### config.mk
export PLATFORM = sky130hd
export DESIGN_NAME = four_wheel_slew_limited_speed_command_unit
export DESIGN_NICKNAME = d
export VERILOG_FILES = /design/src/rtl/fwsl_pkg.sv /design/src/rtl/four_wheel_slew_limited_speed_command_unit.sv /design/src/rtl/fwsl_front.sv /design/src/rtl/fwsl_queue.sv /design/src/rtl/fwsl_back.sv
export VERILOG_INCLUDE_DIRS = /design/src /design/src/rtl
export SDC_FILE = /design/constraint.sdc
export NUM_CORES = 2
export LEC_CHECK = 0
export ABC_AREA = 1
export BUFFER_PORTS_ARGS = -buffer_cell sky130_fd_sc_hd__buf_4
export CAP_MARGIN = 10
export CORE_ASPECT_RATIO = 1.4
export CORE_MARGIN = 5
export CORE_UTILIZATION = 40
export CTS_CLUSTER_DIAMETER = 200
export DETAILED_ROUTE_END_ITERATION = 10
export GPL_TIMING_DRIVEN = 0
export MAX_ROUTING_LAYER = met4
export SYNTH_ARGS = -nofsm -noshare
export SYNTH_HDL_FRONTEND = slang
export SYNTH_SLANG_ARGS = --single-unit
### constraint.sdc
create_clock -name clk -period 7.8 [get_ports clk]
set_input_delay 0.39 -clock clk [delete_from_list [all_inputs] [get_ports clk]]
set_output_delay 0.39 -clock clk [all_outputs]
set_load 0.005 [all_outputs]
### src/rtl/four_wheel_slew_limited_speed_command_unit_defines.svh
// Assertion macros for the four-wheel speed command unit.
`ifndef FOUR_WHEEL_SLEW_LIMITED_SPEED_COMMAND_UNIT_DEFINES_SVH
`define FOUR_WHEEL_SLEW_LIMITED_SPEED_COMMAND_UNIT_DEFINES_SVH

// same-cycle implication, sampled on clk, off while arst_n is low
`define FWSL_ASSERT_HOLDS(lbl, ante, cons, msg) \
	lbl: assert property (@(posedge clk) disable iff (!arst_n) (ante) |-> (cons)) \
		else $error(msg);

// next-cycle implication
`define FWSL_ASSERT_NEXT(lbl, ante, cons, msg) \
	lbl: assert property (@(posedge clk) disable iff (!arst_n) (ante) |=> (cons)) \
		else $error(msg);

`endif

### src/rtl/fwsl_pkg.sv
// Shared types, constants and codes of the four-wheel speed command unit.
`default_nettype none

package fwsl_pkg;

	localparam int RAW_WHEELS      = 4;
	localparam int WHEELS_DEF      = 4;
	localparam int QUEUE_DEPTH_DEF = 2;

	localparam int RAW_W   = 8;
	localparam int SP_W    = 17;   // scaled setpoint, signed Q9.8
	localparam int CMD_W   = 16;   // command, signed Q8.8
	localparam int FRAC_W  = 8;
	localparam int ACC_W   = 19;   // room for prev +/- step and s - prev
	localparam int BSUM_W  = 10;
	localparam int SIL_W   = 10;
	localparam int DATA_W  = RAW_WHEELS * RAW_W;

	localparam int RAW_OFFSET = 101;
	localparam int CMD_OFFSET = 91;

	// sp*1536/7 as a multiply by ceil(2^20/7); exact for |sp| <= 232
	localparam int SCALE_SHIFT = 20;
	localparam int SCALE_RECIP = 149797;
	localparam int SCALE_MUL   = 1536 * SCALE_RECIP;
	localparam int MUL_W       = 28;
	localparam int PROD_W      = RAW_W + MUL_W;

	// output lane of each wheel in the result word
	localparam int OUT_POS [RAW_WHEELS] = '{0, 1, 3, 2};

	localparam logic OP_SETPOINT = 1'b0;
	localparam logic OP_TICK     = 1'b1;

	localparam int CFG_IDX_W  = 3;
	localparam int CFG_DATA_W = 14;

	localparam logic [CFG_IDX_W-1:0] CFG_OUT_MAX   = 3'd0;
	localparam logic [CFG_IDX_W-1:0] CFG_OUT_MIN   = 3'd1;
	localparam logic [CFG_IDX_W-1:0] CFG_MAX_STEP  = 3'd2;
	localparam logic [CFG_IDX_W-1:0] CFG_SLEW_THR  = 3'd3;
	localparam logic [CFG_IDX_W-1:0] CFG_TIMEOUT   = 3'd4;

	typedef struct packed {
		logic [6:0]        out_max;
		logic signed [7:0] out_min;
		logic [13:0]       max_step;
		logic [6:0]        slew_thr;
		logic [9:0]        timeout;
	} cfg_t;

	localparam cfg_t CFG_RESET = '{
		out_max:  7'd75,
		out_min:  -8'sd75,
		max_step: 14'd3048,
		slew_thr: 7'd40,
		timeout:  10'd30
	};

	typedef struct packed {
		logic                             op;
		logic [RAW_WHEELS-1:0][SP_W-1:0]  sp;
	} qent_t;

endpackage

`default_nettype wire

### src/rtl/four_wheel_slew_limited_speed_command_unit.sv
// Top level of the four-wheel slew-limited speed command unit.
//
// Input stream s_*: tuser carries op (0 setpoint message, 1 control tick),
// tdata the four setpoint bytes. Output stream m_*: one result per tick,
// tdata the four command bytes, tuser the timeout flag; setpoint messages
// give no result. cfg_we/cfg_idx/cfg_data write one register per cycle;
// write only while the unit is idle.
// A tick accepted into the queue moves into the result register once it is
// at the queue head and the result register is free.
// Throughput: one request per cycle while the queue has room; the per-wheel
// slew/clamp path is combinational and the state update is registered.
// Reset clears setpoints, previous commands, the silence counter and the
// queue, and loads the register defaults.
// When a result is pending and m_tready is low the result register holds; a
// setpoint message at the queue head still drains, ticks wait in the queue,
// and s_tready drops once it is full.
`default_nettype none
`include "four_wheel_slew_limited_speed_command_unit_defines.svh"

module four_wheel_slew_limited_speed_command_unit #(
	parameter int WHEELS      = fwsl_pkg::WHEELS_DEF,
	parameter int QUEUE_DEPTH = fwsl_pkg::QUEUE_DEPTH_DEF
) (
	input  logic                                clk,
	input  logic                                arst_n,
	input  logic                                s_tvalid,
	output logic                                s_tready,
	// fields from bit 0: front_left_raw, front_right_raw, rear_right_raw, rear_left_raw
	input  logic [fwsl_pkg::DATA_W-1:0]         s_tdata,
	// fields from bit 0: op
	input  logic [0:0]                          s_tuser,
	output logic                                m_tvalid,
	input  logic                                m_tready,
	// fields from bit 0: front_left_cmd, front_right_cmd, rear_left_cmd, rear_right_cmd
	output logic [fwsl_pkg::DATA_W-1:0]         m_tdata,
	// fields from bit 0: timed_out
	output logic [0:0]                          m_tuser,
	input  logic                                cfg_we,
	input  logic [fwsl_pkg::CFG_IDX_W-1:0]      cfg_idx,
	input  logic [fwsl_pkg::CFG_DATA_W-1:0]     cfg_data
);
	import fwsl_pkg::*;

	cfg_t   cfg_q;
	logic   q_ready;
	logic   q_push;
	qent_t  q_in;
	logic   q_valid;
	logic   q_pop;
	qent_t  q_entry;

	always_ff @(posedge clk or negedge arst_n) begin
		if (!arst_n) begin
			cfg_q <= CFG_RESET;
		end else if (cfg_we) begin
			unique case (cfg_idx)
				CFG_OUT_MAX:  cfg_q.out_max  <= cfg_data[6:0];
				CFG_OUT_MIN:  cfg_q.out_min  <= $signed(cfg_data[7:0]);
				CFG_MAX_STEP: cfg_q.max_step <= cfg_data[13:0];
				CFG_SLEW_THR: cfg_q.slew_thr <= cfg_data[6:0];
				CFG_TIMEOUT:  cfg_q.timeout  <= cfg_data[9:0];
				default: ;
			endcase
		end
	end

	fwsl_front u_front (
		.s_tvalid (s_tvalid),
		.s_tready (s_tready),
		.s_tdata  (s_tdata),
		.s_tuser  (s_tuser),
		.q_ready  (q_ready),
		.q_push   (q_push),
		.q_entry  (q_in)
	);

	fwsl_queue #(
		.DEPTH (QUEUE_DEPTH)
	) u_queue (
		.clk       (clk),
		.arst_n    (arst_n),
		.push      (q_push),
		.in_ready  (q_ready),
		.entry_in  (q_in),
		.pop       (q_pop),
		.out_valid (q_valid),
		.entry_out (q_entry)
	);

	fwsl_back #(
		.WHEELS (WHEELS)
	) u_back (
		.clk      (clk),
		.arst_n   (arst_n),
		.cfg      (cfg_q),
		.q_valid  (q_valid),
		.q_entry  (q_entry),
		.q_pop    (q_pop),
		.m_tvalid (m_tvalid),
		.m_tready (m_tready),
		.m_tdata  (m_tdata),
		.m_tuser  (m_tuser)
	);

	// a tick may only leave the queue when the result register is free
	`FWSL_ASSERT_HOLDS(a_no_result_overwrite, q_pop && q_entry.op == OP_TICK, !m_tvalid || m_tready, "tick popped over a pending result")
	`FWSL_ASSERT_NEXT(a_tick_gives_result, q_pop && q_entry.op == OP_TICK, m_tvalid, "tick popped without a result")
	`FWSL_ASSERT_HOLDS(a_backpressure_only_when_full, !s_tready, q_valid, "input stalled with an empty queue")

endmodule

`default_nettype wire

### src/rtl/fwsl_front.sv
// Front end: takes requests, decodes the kind and scales setpoint bytes.
`default_nettype none

module fwsl_front (
	input  logic                                 s_tvalid,
	output logic                                 s_tready,
	// fields from bit 0: front_left_raw, front_right_raw, rear_right_raw, rear_left_raw
	input  logic [fwsl_pkg::DATA_W-1:0]          s_tdata,
	// fields from bit 0: op
	input  logic [0:0]                           s_tuser,
	input  logic                                 q_ready,
	output logic                                 q_push,
	output fwsl_pkg::qent_t                      q_entry
);
	import fwsl_pkg::*;

	logic signed [RAW_W:0]  sp_raw [RAW_WHEELS];
	logic [RAW_W-1:0]       mag    [RAW_WHEELS];
	logic [PROD_W-1:0]      prod   [RAW_WHEELS];
	logic [CMD_W-1:0]       qmag   [RAW_WHEELS];

	assign s_tready = q_ready;
	assign q_push   = s_tvalid && q_ready;

	always_comb begin
		q_entry.op = s_tuser[0];
		for (int w = 0; w < RAW_WHEELS; w++) begin
			sp_raw[w] = $signed({1'b0, s_tdata[w*RAW_W +: RAW_W]})
				- $signed((RAW_W+1)'(RAW_OFFSET));
			mag[w]    = sp_raw[w][RAW_W] ? RAW_W'(-sp_raw[w]) : sp_raw[w][RAW_W-1:0];
			prod[w]   = PROD_W'(mag[w]) * PROD_W'(SCALE_MUL);
			qmag[w]   = prod[w][SCALE_SHIFT +: CMD_W];
			q_entry.sp[w] = sp_raw[w][RAW_W] ? SP_W'(-$signed({1'b0, qmag[w]}))
				: {1'b0, qmag[w]};
		end
	end

endmodule

`default_nettype wire

### src/rtl/fwsl_queue.sv
// Short request queue between the front end and the command datapath.
`default_nettype none

module fwsl_queue #(
	parameter int DEPTH = fwsl_pkg::QUEUE_DEPTH_DEF
) (
	input  logic             clk,
	input  logic             arst_n,
	input  logic             push,
	output logic             in_ready,
	input  fwsl_pkg::qent_t  entry_in,
	input  logic             pop,
	output logic             out_valid,
	output fwsl_pkg::qent_t  entry_out
);
	import fwsl_pkg::*;

	localparam int PTR_W = $clog2(DEPTH);
	localparam int CNT_W = $clog2(DEPTH + 1);

	qent_t             mem_q [DEPTH];
	logic [PTR_W-1:0]  wr_ptr_q;
	logic [PTR_W-1:0]  rd_ptr_q;
	logic [CNT_W-1:0]  count_q;

	assign in_ready  = count_q != CNT_W'(DEPTH);
	assign out_valid = count_q != '0;
	assign entry_out = mem_q[rd_ptr_q];

	always_ff @(posedge clk) begin
		if (push) begin
			mem_q[wr_ptr_q] <= entry_in;
		end
	end

	always_ff @(posedge clk or negedge arst_n) begin
		if (!arst_n) begin
			wr_ptr_q <= '0;
			rd_ptr_q <= '0;
			count_q  <= '0;
		end else begin
			if (push) begin
				wr_ptr_q <= (wr_ptr_q == PTR_W'(DEPTH - 1)) ? '0 : wr_ptr_q + 1'b1;
			end
			if (pop) begin
				rd_ptr_q <= (rd_ptr_q == PTR_W'(DEPTH - 1)) ? '0 : rd_ptr_q + 1'b1;
			end
			if (push && !pop) begin
				count_q <= count_q + 1'b1;
			end else if (pop && !push) begin
				count_q <= count_q - 1'b1;
			end
		end
	end

endmodule

`default_nettype wire

### src/rtl/fwsl_back.sv
// Back end: setpoint state, timeout, slew limit, clamp and result register.
`default_nettype none

module fwsl_back #(
	parameter int WHEELS = fwsl_pkg::WHEELS_DEF
) (
	input  logic                          clk,
	input  logic                          arst_n,
	input  fwsl_pkg::cfg_t                cfg,
	input  logic                          q_valid,
	input  fwsl_pkg::qent_t               q_entry,
	output logic                          q_pop,
	output logic                          m_tvalid,
	input  logic                          m_tready,
	// fields from bit 0: front_left_cmd, front_right_cmd, rear_left_cmd, rear_right_cmd
	output logic [fwsl_pkg::DATA_W-1:0]   m_tdata,
	// fields from bit 0: timed_out
	output logic [0:0]                    m_tuser
);
	import fwsl_pkg::*;

	logic signed [SP_W-1:0]    sp_q     [WHEELS];
	logic signed [CMD_W-1:0]   prev_q   [WHEELS];
	logic [SIL_W-1:0]          silence_q;
	logic                      m_tvalid_q;
	logic [DATA_W-1:0]         m_tdata_q;
	logic                      m_tuser_q;

	logic                      is_tick;
	logic                      out_free;
	logic                      timed;
	logic signed [ACC_W-1:0]   hi;
	logic signed [ACC_W-1:0]   lo;
	logic signed [ACC_W-1:0]   thr;
	logic signed [ACC_W-1:0]   step;

	logic signed [SP_W-1:0]    sp_new   [WHEELS];
	logic signed [SP_W-1:0]    sp_eff   [WHEELS];
	logic signed [ACC_W-1:0]   s_w      [WHEELS];
	logic signed [ACC_W-1:0]   prev_w   [WHEELS];
	logic signed [ACC_W-1:0]   diff     [WHEELS];
	logic signed [ACC_W-1:0]   abs_s    [WHEELS];
	logic signed [ACC_W-1:0]   abs_d    [WHEELS];
	logic signed [ACC_W-1:0]   lim      [WHEELS];
	logic signed [ACC_W-1:0]   clp      [WHEELS];
	logic signed [CMD_W-1:0]   cmd      [WHEELS];
	logic signed [BSUM_W-1:0]  bsum     [WHEELS];
	logic [RAW_W-1:0]          cmd_byte [WHEELS];
	logic [RAW_W-1:0]          lane_byte [RAW_WHEELS];
	logic [DATA_W-1:0]         tdata_d;

	assign is_tick  = q_entry.op == OP_TICK;
	assign out_free = !m_tvalid_q || m_tready;
	assign q_pop    = q_valid && (!is_tick || out_free);
	assign timed    = silence_q >= cfg.timeout;

	assign hi   = $signed(ACC_W'({cfg.out_max, {FRAC_W{1'b0}}}));
	assign lo   = {{(ACC_W-CMD_W){cfg.out_min[7]}}, cfg.out_min, {FRAC_W{1'b0}}};
	assign thr  = $signed(ACC_W'({cfg.slew_thr, {FRAC_W{1'b0}}}));
	assign step = $signed(ACC_W'(cfg.max_step));

	// wheels past the fourth have no setpoint byte
	for (genvar w = 0; w < WHEELS; w++) begin : g_sp_new
		if (w < RAW_WHEELS) begin : g_raw
			assign sp_new[w] = $signed(q_entry.sp[w]);
		end else begin : g_none
			assign sp_new[w] = '0;
		end
	end

	always_comb begin
		for (int w = 0; w < WHEELS; w++) begin
			sp_eff[w] = timed ? '0 : sp_q[w];
			s_w[w]    = ACC_W'(sp_eff[w]);
			prev_w[w] = ACC_W'(prev_q[w]);
			diff[w]   = s_w[w] - prev_w[w];
			abs_s[w]  = s_w[w][ACC_W-1] ? -s_w[w] : s_w[w];
			abs_d[w]  = diff[w][ACC_W-1] ? -diff[w] : diff[w];
			if (abs_s[w] >= thr && abs_d[w] > step) begin
				lim[w] = (s_w[w] > prev_w[w]) ? prev_w[w] + step : prev_w[w] - step;
			end else begin
				lim[w] = s_w[w];
			end
			// if the bounds cross, values above the upper bound take it, all others the lower
			if (lim[w] > hi) begin
				clp[w] = hi;
			end else if (lim[w] < lo) begin
				clp[w] = lo;
			end else begin
				clp[w] = lim[w];
			end
			cmd[w]      = (sp_eff[w] == '0) ? '0 : clp[w][CMD_W-1:0];
			bsum[w]     = {{(BSUM_W-RAW_W){cmd[w][CMD_W-1]}}, cmd[w][CMD_W-1:FRAC_W]}
				+ $signed(BSUM_W'(CMD_OFFSET));
			cmd_byte[w] = bsum[w][BSUM_W-1] ? '0 : bsum[w][RAW_W-1:0];
		end
	end

	for (genvar k = 0; k < RAW_WHEELS; k++) begin : g_lane
		if (k < WHEELS) begin : g_used
			assign lane_byte[k] = cmd_byte[k];
		end else begin : g_idle
			assign lane_byte[k] = RAW_W'(CMD_OFFSET);
		end
		assign tdata_d[OUT_POS[k]*RAW_W +: RAW_W] = lane_byte[k];
	end

	always_ff @(posedge clk or negedge arst_n) begin
		if (!arst_n) begin
			for (int w = 0; w < WHEELS; w++) begin
				sp_q[w]   <= '0;
				prev_q[w] <= '0;
			end
			silence_q  <= '0;
			m_tvalid_q <= 1'b0;
		end else begin
			if (q_pop && is_tick) begin
				m_tvalid_q <= 1'b1;
			end else if (m_tready) begin
				m_tvalid_q <= 1'b0;
			end
			if (q_pop) begin
				if (is_tick) begin
					for (int w = 0; w < WHEELS; w++) begin
						sp_q[w]   <= sp_eff[w];
						prev_q[w] <= cmd[w];
					end
					if (silence_q != '1) begin
						silence_q <= silence_q + 1'b1;
					end
				end else begin
					for (int w = 0; w < WHEELS; w++) begin
						sp_q[w] <= sp_new[w];
					end
					silence_q <= '0;
				end
			end
		end
	end

	always_ff @(posedge clk) begin
		if (q_pop && is_tick) begin
			m_tdata_q <= tdata_d;
			m_tuser_q <= timed;
		end
	end

	assign m_tvalid   = m_tvalid_q;
	assign m_tdata    = m_tdata_q;
	assign m_tuser[0] = m_tuser_q;

endmodule

`default_nettype wire

==> summary.txt <==
Run status
  – Result of the run: finished with violations
  – Failing checks: setup timing

Yosys
  – Cell Area, Synth: 0.0432 mm²
  – Sequential element share of the synthesized area: 0.231
  – Async set or reset register ratio after synthesis: 0.530
  – Cell count after synthesis: 6065
  – Area leader, netlist: ha_1
  – Top-count cell post-synth: nand2_1
  – Syn_area_per_cell: 7.12 µm²
  – Library cells used by synthesis: 71
  – Synth warn: 0
  – Top-area cell type share of the netlist area: 0.145
  – Post-synth top flop: edfxtp_1
  – Synth cell count leaders: 1563 x nand2_1, 954 x inv_1, 501 x ha_1
  – EDFF count, synth: 171
  – Yosys reg bits: 364
  – Syn Nets: 6773
  – Synth top area cells: ha_1 15%, nand2_1 14%, edfxtp_1 12%, dfrtp_1 9.9%, inv_1 8.3%

Routing
  – Met1 WL: 56300 µm
  – First DRT Iteration DRCs: 2892
  – Detail Route met3 WL: 9010 µm
  – Routed wl met2: 75100 µm
  – Wire length per cell: 19.0 µm
  – Top Layer Used: met4
  – Routed WL: 152000 µm
  – DR pass1 iterations: 8
  – ANT nets after route: 0
  – Via count: 42900
  – Number of remaining DRC errors: 0
  – Avg Vias per Cell: 5.36

Clock tree
  – Clock buffer depth: 3
  – TritonCTS Buffers: 41
  – CTS Sinks: 364
  – Clk_lat worst skew: 610 ps
  – CTS tree: done
  – CTS root buffer: clkbuf_16
  – Worst-path clk slew: 60 ps
  – H-tree Lvls: 2

Timing
  – Crit path time final: 8060 ps
  – Pins Over Slew Limit: 0
  – Min setup slack post-route: -258 ps
  – Fin crit share: 1.03
  – RSZ-0062 raised after global routing: true
  – Layout Skew: 46.1 ps
  – Fin. Hold Viols: 0
  – Post-route setup TNS: -5170 ps
  – Final-report setup violation count: 32
  – Relative slew slack: 0.104
  – Worst Max-Slew Pin Slew: 1330 ps
  – Max Clock Freq: 0.124 GHz

Worst hold path
  – Hold WC Path Type: input pin to register
  – Hold Path Origin: s_tuser
  – Hold Crit Depth: 1

Worst setup path
  – R2R cell count: 59
  – Most used cell, CP: nand2_2
  – Crit path kind: register to register
  – Flop-to-flop setup slack: -260 ps
  – CP max FO: 9
  – Crit. End Element: register
  – Worst path max stage delay: 540 ps
  – CP endpoint: u_back.m_tdata[28]
  – RR Endpoint: u_back.m_tdata[28]
  – CP startpoint: cfg_q[4]
  – RR Startpoint: cfg_q[4]
  – Worst EP required: 8240 ps
  – Startpoint types: register
  – Worst EP arrival: 8500 ps
  – Slowest CP cell: dfstp_2

Floorplan
  – Die Span X: 288 µm
  – Row cnt: 142
  – Die footprint: 0.115 mm²
  – Core ar.: 0.107 mm²
  – Initial Util: 0.403
  – Die height: 399 µm
  – # IOs: 90

Final layout
  – Area Overhead vs Synth: 25.2%
  – # nets final: 7236
  – Core Util, Final: 0.505
  – Fraction of layout cells with a size suffix above 1: 0.202

Placed design
  – Post-DP HPWL: 117000 µm
  – Gp weighted congestion: 1.02
  – # port buffers: 89

GRT
  – GRT overflow: 0
  – Initial antenna violation count: 4
  – Largest net degree at the start of global routing: 104
  – Total Routing Usage GR: 0.257
  – First-pass GRT wire length: 226000 µm
  – Vias in the first global route: 41100

Flow run
  – Max cap viols: 0
-- sequential cells by signal, indices dropped and copies added (netlist names) --
signal            flops
cfg_q                46
u_back.m_tdata       32
u_back.m_tuser        1
u_back.m_tvalid       1
u_back.prev_q        64
u_back.silence_q     10
u_back.sp_q          68
u_queue.count_q       2
u_queue.mem_q       138
u_queue.rd_ptr_q      1
u_queue.wr_ptr_q      1
-- cell type report --
cell class,instances,area [µm²]
Inverter,975,3700
Timing Repair Buffer,423,3700
Sequential cell,364,9990
Multi-Input combinational cell,4601,32600
Fill cell,10300,53000
Clock inverter,27,304
Buffer,122,983
Clock buffer,45,1040
Tap cell,1440,1800
Antenna cell,3,7.51
-- metal layers --
layer,global-route usage,up-vias
met1,0.280,20100
met2,0.450,1454
met5,-,-
li1,-,20800
met4,0.149,0
met3,0.0334,563
-- worst max-delay path: cells and delay by family, from the launching register on --
| family | cells | cell delay [ps] |
|---|---|---|
| buf+inv | 14 | 1750 |
| xor+xnor | 1 | 150 |
| fa+ha+maj | 4 | 1030 |
| compound gates | 4 | 530 |
| flops | 1 | 540 |
| simple gates | 36 | 3880 |
-- cell families (layout without fill, tap and decap cells) --
family | after synthesis | after routing | share of synthesized area
adder cells (fa/ha/maj) | 653 | 653 | 0.216
flip-flops | 364 | 364 | 0.231
XOR/XNOR | 292 | 292 | 0.0592
buffers and inverters | 1100 | 1592 | 0.100
AO/OA/AOI/OAI | 961 | 961 | 0.125
other | 0 | 3 | 0
AND/OR/NAND/NOR | 2695 | 2695 | 0.269
-- cell usage in the layout, fill, tap and decap left out, types with 22 or more instances in the layout --
cell type	instances
nand2_1	1429
inv_1	901
ha_1	408
buf_4	358
nor2_1	354
o21ai_0	327
nand3_1	297
a21oi_1	228
xor2_1	205
dfrtp_1	171
edfxtp_1	171
fa_1	145
nand2_2	130
nor2_4	90
nand4_1	86
ha_4	83
xnor2_1	80
clkbuf_1	75
nand3_2	66
inv_2	57
nor2_2	56
o21ai_1	53
o22ai_1	50
a21oi_2	49
nand2_4	48
clkbuf_16	47
buf_6	46
o21ai_2	43
nor3_1	38
a31oi_1	38
nand3b_1	31
buf_12	23
o31ai_1	22
o21ai_4	22
dfstp_2	22
-- per-stage QoR --
step	instance area (µm²)	hold slack, ps	setup slack [ps]	std cells
after floorplan	43200	94.4	24.9	6065
after global placement	45700	469	-2330	7594
after detailed placement	45900	474	-2370	7602
after CTS	50600	5.84	-225	7842
after global routing	54100	12.5	-703	7998
final	54100	20.7	-258	8000
-- how the worst min path moves through the flow --
stage | slack, ps | to
after floorplan | 90 | cfg_q[0]
after global placement | 470 | cfg_q[14]
after detailed placement | 470 | cfg_q[16]
after CTS | 6 | u_queue.mem_q[0][68]
after global routing | 10 | u_queue.mem_q[0][68]
final | 20 | u_queue.mem_q[0][68]
-- repair_timing --
| action | 4_1_cts | 5_1_grt |
|---|---|---|
| setup buffers | 162 | 154 |
| setup endpoints to repair | 96 | 120 |
| pin swaps | 212 | 233 |
| hold buffers | 2 | 0 |
| endpoints found under the hold margin | 77 | 0 |
| gates cloned | 6 | 4 |
| resized for setup | 522 | 538 |
Power is left out: the tool's default activity adds up to more than one toggle a clock period on the data nets, which glitch-free logic cannot reach.
